--- src/hw/rtl/dbsh_pkg.sv ---
// Package: widths, codes and control/status structs for the histogram engine.
package dbsh_pkg;
	localparam int NumBins   = 2048;
	localparam int BinW      = $clog2(NumBins);
	localparam int CntW      = 24;
	localparam int SumW      = 56;
	localparam int MeanW     = 31;
	localparam int DiffW     = 33;
	localparam int CfgW      = 31;
	localparam int CfgIdxW   = 1;
	localparam logic [CntW-1:0] CountMax = '1;

	localparam logic [1:0] CmdClear = 2'd0;
	localparam logic [1:0] CmdAdd   = 2'd1;
	localparam logic [1:0] CmdRead  = 2'd2;

	localparam logic [1:0] StOk    = 2'd0;
	localparam logic [1:0] StSkip  = 2'd1;
	localparam logic [1:0] StAbove = 2'd2;
	localparam logic [1:0] StBelow = 2'd3;

	localparam logic [CfgIdxW-1:0] RegBinWidth  = 1'd0;
	localparam logic [CfgIdxW-1:0] RegThreshold = 1'd1;

	typedef struct packed {
		logic [1:0]       command;
		logic signed [31:0] upper_wavenumber;
		logic signed [31:0] lower_wavenumber;
		logic signed [15:0] amplitude;
		logic [10:0]      read_bin;
	} in_beat_t;

	typedef struct packed {
		logic [1:0]  status;
		logic [10:0] bin_index;
		logic [23:0] bin_count;
		logic [30:0] mean_square;
		logic [10:0] lowest_bin;
		logic [10:0] highest_bin;
	} out_beat_t;

	typedef struct packed {
		logic load;       // capture input beat
		logic clr_start;  // start clearing sweep
		logic clr_step;   // clear one entry
		logic div_start;  // start bin division
		logic div_step;   // one quotient bit
		logic classify;   // decide bin and status
		logic mem_rd;     // issue store read
		logic mem_wr;     // write updated entry
		logic mean_start; // start mean division
		logic mean_step;  // one mean bit
		logic emit;       // load output register
	} ctrl_t;

	typedef struct packed {
		logic clr_done;
		logic div_done;
		logic mean_done;
		logic is_clear;
		logic is_add;
		logic is_read;
		logic need_div;   // add beat not skipped
		logic in_range;   // bin valid for update/read
	} stat_t;
endpackage

--- src/hw/rtl/dbsh_ctrl.sv ---
// Controller: sequences clear sweep, binning division, store update and mean division.
module dbsh_ctrl (
	input  logic            clk,
	input  logic            arst_n,
	input  logic            in_valid,
	output logic            in_ready,
	output logic            out_valid,
	input  logic            out_ready,
	input  dbsh_pkg::stat_t stat,
	output dbsh_pkg::ctrl_t ctrl
);
	import dbsh_pkg::*;

	typedef enum logic [9:0] {
		S_IDLE  = 10'b0000000001,
		S_CLR   = 10'b0000000010,
		S_DIV   = 10'b0000000100,
		S_CLASS = 10'b0000001000,
		S_RD    = 10'b0000010000,
		S_MSTA  = 10'b0000100000,
		S_MEAN  = 10'b0001000000,
		S_WR    = 10'b0010000000,
		S_EMIT  = 10'b0100000000,
		S_INIT  = 10'b1000000000
	} state_t;

	state_t state_q, state_d;
	logic   out_valid_q;
	logic   can_emit;
	// mean division starts in the cycle after the read is issued, when the read data is registered
	logic   mean_go_q;

	assign out_valid = out_valid_q;
	assign can_emit  = !out_valid_q || out_ready;
	assign in_ready  = state_q == S_IDLE;

	always_comb begin
		state_d = state_q;
		ctrl    = '0;
		case (state_q)
			S_INIT: begin
				ctrl.clr_step = 1'b1;
				if (stat.clr_done) state_d = S_IDLE;
			end
			S_IDLE: begin
				if (in_valid) begin
					ctrl.load = 1'b1;
					state_d   = S_CLASS;
				end
			end
			S_CLASS: begin
				if (stat.is_clear) begin
					ctrl.clr_start = 1'b1;
					state_d        = S_CLR;
				end else if (stat.is_add && stat.need_div) begin
					ctrl.div_start = 1'b1;
					state_d        = S_DIV;
				end else if (stat.is_read) begin
					state_d = S_RD;
				end else begin
					state_d = S_EMIT;
				end
			end
			S_CLR: begin
				ctrl.clr_step = 1'b1;
				if (stat.clr_done) state_d = S_EMIT;
			end
			S_DIV: begin
				ctrl.div_step = 1'b1;
				if (stat.div_done) state_d = S_RD;
			end
			S_RD: begin
				if (stat.is_add) ctrl.classify = 1'b1;
				state_d = S_MSTA;
			end
			S_MSTA: begin
				if (stat.in_range) begin
					ctrl.mem_rd = 1'b1;
					state_d     = S_MEAN;
				end else begin
					state_d = S_EMIT;
				end
			end
			S_MEAN: begin
				ctrl.mean_step = 1'b1;
				if (stat.mean_done) state_d = S_WR;
			end
			S_WR: begin
				if (stat.is_add) ctrl.mem_wr = 1'b1;
				state_d = S_EMIT;
			end
			S_EMIT: begin
				if (can_emit) begin
					ctrl.emit = 1'b1;
					state_d   = S_IDLE;
				end
			end
			default: state_d = S_IDLE;
		endcase
	end

	always_ff @(posedge clk or negedge arst_n) begin
		if (!arst_n) begin
			state_q     <= S_INIT;
			out_valid_q <= 1'b0;
			mean_go_q   <= 1'b0;
		end else begin
			state_q   <= (mean_go_q) ? S_MEAN : state_d;
			mean_go_q <= ctrl.mem_rd;
			if (ctrl.emit) out_valid_q <= 1'b1;
			else if (out_ready) out_valid_q <= 1'b0;
		end
	end
endmodule

--- config.mk ---
export PLATFORM = sky130hd
export DESIGN_NAME = dbsh_ctrl
export DESIGN_NICKNAME = d
export VERILOG_FILES = /design/src/hw/rtl/dbsh_pkg.sv /design/src/hw/rtl/dbsh_ctrl.sv
export SDC_FILE = /design/constraint.sdc
export NUM_CORES = 1
export LEC_CHECK = 0
export ABC_CLOCK_PERIOD_IN_PS = 4290
export BUFFER_PORTS_ARGS = -buffer_cell sky130_fd_sc_hd__buf_2
export CORE_MARGIN = 5
export CORE_UTILIZATION = 45
export CTS_BUF_LIST = sky130_fd_sc_hd__clkbuf_8
export CTS_CLUSTER_SIZE = 25
export DETAILED_ROUTE_END_ITERATION = 8
export PLACE_DENSITY = 0.82
export SYNTH_ARGS = -nofsm -noshare
export SYNTH_HDL_FRONTEND = slang
export SYNTH_SLANG_ARGS = --single-unit
--- constraint.sdc ---
create_clock -name clk -period 4.29 [get_ports clk]
set_clock_uncertainty 0.2 [all_clocks]
set_input_delay 0.2145 -clock clk [delete_from_list [all_inputs] [get_ports clk]]
set_output_delay 0.2145 -clock clk [all_outputs]
set_load 0.02 [all_outputs]
==> results of run 1 <==
worst min path at each step:
stage,end,slack (ps),cells past startpoint
after global routing,state_q[4],50,3
after global placement,state_q[7],-100,1
after CTS,state_q[4],50,3
after detailed placement,mean_go_q,-100,1
final,state_q[4],50,3
after floorplan,mean_go_q,-280,0
registers in the layout (all words and copies together) (netlist names):
name,flops
mean_go_q,1
out_valid,1
state_q,10
repair_timing:
item                                    CTS  global route
hold buffers                              1             0
endpoints found under the setup margin    0             0
hold endpoints to repair                 12             0
final cells by class:
type | instances | area, µm² | area share, %
inverter | 3 | 11.3 | 1.08
clock buffer | 4 | 55.1 | 5.27
tap | 27 | 33.8 | 3.23
sequential | 12 | 302 | 28.9
timing repair buffer | 24 | 125 | 12.0
multi-input combinational | 77 | 518 | 49.6
routing by layer:
layer  vias to the layer above  share of wire [%]
met5                         -                  0
met4                         0                3.1
met3                         7                5.6
met2                        32                 47
met1                       420                 45
li1                        425                  -
per-stage QoR:
stage	total power [µW]	cell area [µm²]	worst slack, ps	std cells
after floorplan	377	930	1860	102
after global placement	416	980	1610	142
after detailed placement	426	980	1600	142
after CTS	551	1040	1550	147
after global routing	591	1040	1240	147
final	552	1040	1470	147
power by group through the flow:
| stage | clock network [µW] | registers (µW) | logic, µW |
|---|---|---|---|
| 2_1_floorplan | 0 | 141 | 236 |
| 3_3_place_gp | 0 | 170 | 246 |
| 3_5_place_dp | 0 | 172 | 254 |
| 4_1_cts | 125 | 170 | 256 |
| 5_1_grt | 133 | 175 | 282 |
| 6_report | 123 | 172 | 256 |
tightest hold or removal path, delay by kind of cell:
| family | cells | cell delay [ps] |
|---|---|---|
| buffers and inverters | 1 | 110 |
| AND/OR/NAND/NOR | 1 | 60 |
| AO/OA/AOI/OAI | 1 | 60 |
synthesized netlist by cell type, types with 3 or more instances:
library cell / instances / area, µm²
dfrtp_1: 11 / 275
nor2_1: 11 / 41.3
buf_6: 5 / 56.3
nand3_1: 5 / 25.0
nor3_1: 5 / 25.0
nor4_1: 5 / 31.3
nand4_1: 4 / 25.0
or4_1: 4 / 30.0
a21oi_1: 3 / 15.0
buf_4: 3 / 22.5
inv_1: 3 / 11.3
nor2b_1: 3 / 18.8
nor4b_1: 3 / 26.3
or4_4: 3 / 33.8
xnor2_1: 3 / 26.3
logic make-up after synthesis:
kind of cell    share of synthesized area [%]
simple gates                             40.0
compound gates                           10.6
buf+inv                                  11.8
flops                                    32.4
xor+xnor                                 4.71
other cells                             0.403
==> out/results.txt, run 1 <==
Status - complete, no violations
Yosys warns - 0
Post-synthesis register bit count - 12
Postcts setup bufs - 0
Sw power - 234 µW
# fillers - 210
CTS tree - built
Final nets - 133
Detail Placement HPWL - 1820 µm
First-pass GRT wire length - 4130 µm
# DRC - 0
Max_cap viols - 0
CTS root buf - clkbuf_8
Min Tclk post-route - 2820 ps
Setup TNS Final - 0 ps
Die area - 3070 µm²
Vias - 884
Die X - 55.5 µm
Port Buf Inserts - 23
CP Depth - 5
Core area - 1960 µm²
Clock sink count - 12
Peak supply drop - 0.314 mV
Hold Path Origin - stat[2]
Sw frac - 42.4%
Pre-antenna DRT Iters - 4
Final hold vios - 0
CTS max path bufs - 2
Overall Global Routing Usage - 17.0%
Cells on worst reg2reg path - 5
Fraction of registers with async set/reset - 100%
Starting Density - 47.4%
Reg2reg end - state_q[0]
M2 GR Usage - 25.2%
Combinational fraction of design power - 46.5%
Layout area overhead - 12.4%
Number of gates resized after CTS - 0
GR met1 Demand/Resource - 22.4%
Worst hold-check path type - in2reg
Tightest Pin Transition - 1130 ps
Worst Path Arrival - 2720 ps
Largest delay share family, worst path - simple AND/OR/NAND/NOR gates
Number of DRC markers in iteration 0 - 24
Worst r2r src - state_q[4]
Row count - 16
Crit-path max cell delay - 980 ps
Crit path max fanout - 9
Post-Syn Instances - 102
Met3 GRT Util - 3.96%
Crit. End Element - flop
Primary FF master, synth - dfrtp_1
Synth Cell Area - 930 µm²
Worst Setup SP - state_q[4]
Fin util - 53.3%
Post-Syn Nets - 114
Initial antenna violation count - 0
H-Tree Level Count - 1
CP required - 4190 ps
Fin crit share - 65.7%
Number of library cell types mapped by synthesis - 42
EDFF count, synth - 0
Skew-Pair Late Insertion Delay - 240 ps
DR WL/cell - 15.9 µm
Seq/Total Area, Yosys - 32.4%
Power Dens Cells - 528 nW/µm²
Crit Path Class - reg2reg
Largest net degree at the start of global routing - 13
Syn Area/Cell - 9.11 µm²
GR peak layer - met2
Die height - 55.5 µm
Crit path to - state_q[0]
Final hold slack - 50.8 ps
CTS Buf Count - 3
Crit start category - flop
Worst slew margin - 24.1%
Vias in the first global route - 852
Leak - 0.000495 µW
Flop pwr share - 31.1%
Post-route ant nets - 0
Critical-path cell list - nor4_1 > nand4b_1 > o221ai_1 > a211o_1 > o22ai_1
Final setup violation count - 0
Number of vias per cell - 6.01
Register clock-pin slew on the reported worst setup and hold paths - 50 ps
FMAX - 0.355 GHz
Cell-internal power - 318 µW
Most frequent cells in the layout - buf_2, nor2_1, dfrtp_1
Gpl congestion - 0.946
Gr ovfl total - 0
Unrepaired setup endpoints after global routing - no
R2r setup slk - 1470 ps
ANT cells - 0
Final WL - 2340 µm
I/O pin cnt - 25
Share of cells above drive strength 1 - 30.0%
Max-slew violations - 0
Most common cell after layout, fill and taps aside - buf_2
Worst Path Buf+Inv - 0
Slowest cell on crit path - nor4_1
Clk pwr share - 22.4%
Power figures use the tool's default switching activity.
==> inputs of run 2 (changes only) <==
--- a/config.mk
+++ b/config.mk
@@ -5,7 +5,7 @@
 export SDC_FILE = /design/constraint.sdc
 export NUM_CORES = 1
 export LEC_CHECK = 0
-export ABC_CLOCK_PERIOD_IN_PS = 4290
+export ABC_CLOCK_PERIOD_IN_PS = 2750
 export BUFFER_PORTS_ARGS = -buffer_cell sky130_fd_sc_hd__buf_2
 export CORE_MARGIN = 5
 export CORE_UTILIZATION = 45
==> constraint.sdc (replaced) <==
create_clock -name clk -period 2.75 [get_ports clk]
set_clock_uncertainty 0.2 [all_clocks]
set_input_delay 0.1375 -clock clk [delete_from_list [all_inputs] [get_ports clk]]
set_output_delay 0.1375 -clock clk [all_outputs]
set_load 0.02 [all_outputs]
==> out/results.txt, run 2 (synthesis results as in run 1) <==
Worst r2r src - state_q[5]
CTS Buf Count - 3 (unchanged)
Final WL - 2420 µm (+3.2%)
Die area - 3070 µm² (unchanged)
Crit path max fanout - 9 (unchanged)
Gr ovfl total - 0 (unchanged)
DR WL/cell - 16.1 µm (+1.2%)
Postcts setup bufs - 0 (unchanged)
M2 GR Usage - 24.5% (-0.68 points)
Cells on worst reg2reg path - 5 (unchanged)
Number of vias per cell - 6.01 (about the same)
Final Worst Setup Slack - 251 ps (-1220 ps)
Met3 GRT Util - 3.26% (-0.70 points)
ANT cells - 0 (unchanged)
Clock sink count - 12 (unchanged)
Skew-Pair Late Insertion Delay - 240 ps (about the same)
Vias - 902 (+2.0%)
Die height - 55.5 µm (unchanged)
CTS root buf - clkbuf_8
Share of cells above drive strength 1 - 30.9% (+0.89 points)
Gpl congestion - 0.925 (-2.2%)
CTS tree - built
Post-place setup slack - 412 ps (-1190 ps)
Most frequent cells in the layout - buf_2, nor2_1, dfrtp_1
Worst Setup SP - state_q[2]
Status - complete, no violations
Crit Path Class - reg2out
Power Dens Cells - 811 nW/µm² (+54%)
Post-route ant nets - 0 (unchanged)
CTS max path bufs - 2 (unchanged)
GR peak layer - met2
Row count - 16 (unchanged)
# fillers - 198 (-5.7%)
Max reg flops - 10 (unchanged)
Max-slew violations - 0 (unchanged)
Min Tclk post-route - 2500 ps
Core area - 1960 µm² (unchanged)
Largest Register - state_q
FMAX - 0.400 GHz
Worst Path Arrival - 2160 ps (-560 ps)
Peak supply drop - 0.474 mV (+51%)
Filler-free cell count of the finished design - 150 (+2.0%)
# DRC - 0 (unchanged)
Die X - 55.5 µm (unchanged)
CP required - 2410 ps (-1780 ps)
Final setup violation count - 0 (unchanged)
Final nets - 136 (+2.3%)
Pre-antenna DRT Iters - 4 (unchanged)
First-pass GRT wire length - 3970 µm (-3.9%)
H-Tree Level Count - 1 (unchanged)
Crit. End Element - primary output
Number of DRC markers in iteration 0 - 36 (+50%)
Port Buf Inserts - 23 (unchanged)
Setup TNS Final - 0 ps (unchanged)
R2r setup slk - 390 ps (-1080 ps)
Max_cap viols - 0 (unchanged)
Final hold vios - 0 (unchanged)
Initial antenna violation count - 0 (unchanged)
Starting Density - 47.4% (unchanged)
Placed Cells - 144 (+1.4%)
Hold Path Depth - 3 (unchanged)
Number of gates resized after CTS - 0 (unchanged)
Detail Placement HPWL - 1770 µm (-2.8%)
Overall Global Routing Usage - 16.1% (-0.89 points)
Reg2reg end - state_q[8]
Crit start category - flop
Fin util - 54.5% (+1.3 points)
Vias in the first global route - 857 (+0.59%)
Worst hold-check path type - in2reg
Crit path to - ctrl[4]
Leak - 0.000508 µW (+2.6%)
I/O pin cnt - 25 (unchanged)
Fin crit share - 90.9%
Unrepaired setup endpoints after global routing - no
Largest net degree at the start of global routing - 13 (unchanged)
GR met1 Demand/Resource - 20.7% (-1.7 points)
Most common cell after layout, fill and taps aside - buf_2
Final hold slack - 19.0 ps (-31.8 ps)
Register clock-pin slew on the reported worst setup and hold paths - 50 ps (about the same)
Layout area overhead - 15.1%
## run 2: cell count changes in the layout (fill, tap and decap cells not counted), sizes merged
| cell | change |
|---|---|
| dlygate4sd3 | +1 |
| buf | +2 |
## run 2: layout make-up
class / instances / area (µm²) / share of cell area [%]
multi-input combinational: 77 / 518 / 48.4
timing repair buffer: 27 / 150 / 14.0
inverter: 3 / 11.3 / 1.05
sequential: 12 / 302 / 28.2
clock buffer: 4 / 55.1 / 5.15
tap: 27 / 33.8 / 3.16
## run 2: layer usage
metal	routed length (µm)	share of wire, %	vias up
li1	-	-	427
met1	1000	42	409
met2	1100	45	55
met3	217	9.0	11
met4	97	4.0	0
met5	0	0	-
## run 2: how the worst min path moves through the flow
stage          startpoint    endpoint  slack (ps)
6_report          stat[5]  state_q[6]          20
5_1_grt           stat[5]  state_q[6]          50
4_1_cts           stat[5]  state_q[6]          20
3_5_place_dp       arst_n   mean_go_q        -170
3_3_place_gp       arst_n   mean_go_q        -170
2_1_floorplan      arst_n   mean_go_q        -360
## run 2: stage by stage
step	total power, µW	instance area (µm²)
2_1_floorplan	588	930
3_3_place_gp	653	995
3_5_place_dp	667	995
4_1_cts	868	1070
5_1_grt	924	1070
6_report	868	1070
## run 2: repair_timing
item | CTS | global route
hold buffers | 2 | 0
hold endpoints to repair | 13 | 0
setup endpoints to repair | 0 | 0
## run 2: worst max-delay path, stage by stage (launching register included)
cell and delay, ps:
dfrtp_1 480, or4_1 610, nor4_1 340, and4_2 310, buf_2 170
## run 2: report_power, final
group | leakage [µW] | total, µW | internal [µW] | switching [µW]
Combinational | 0.000320 | 405 | 180 | 225
Sequential | 0.000160 | 270 | 203 | 66.9
Clock | 0.0000288 | 194 | 127 | 67.1
Total | 0.000508 | 868 | 509 | 359
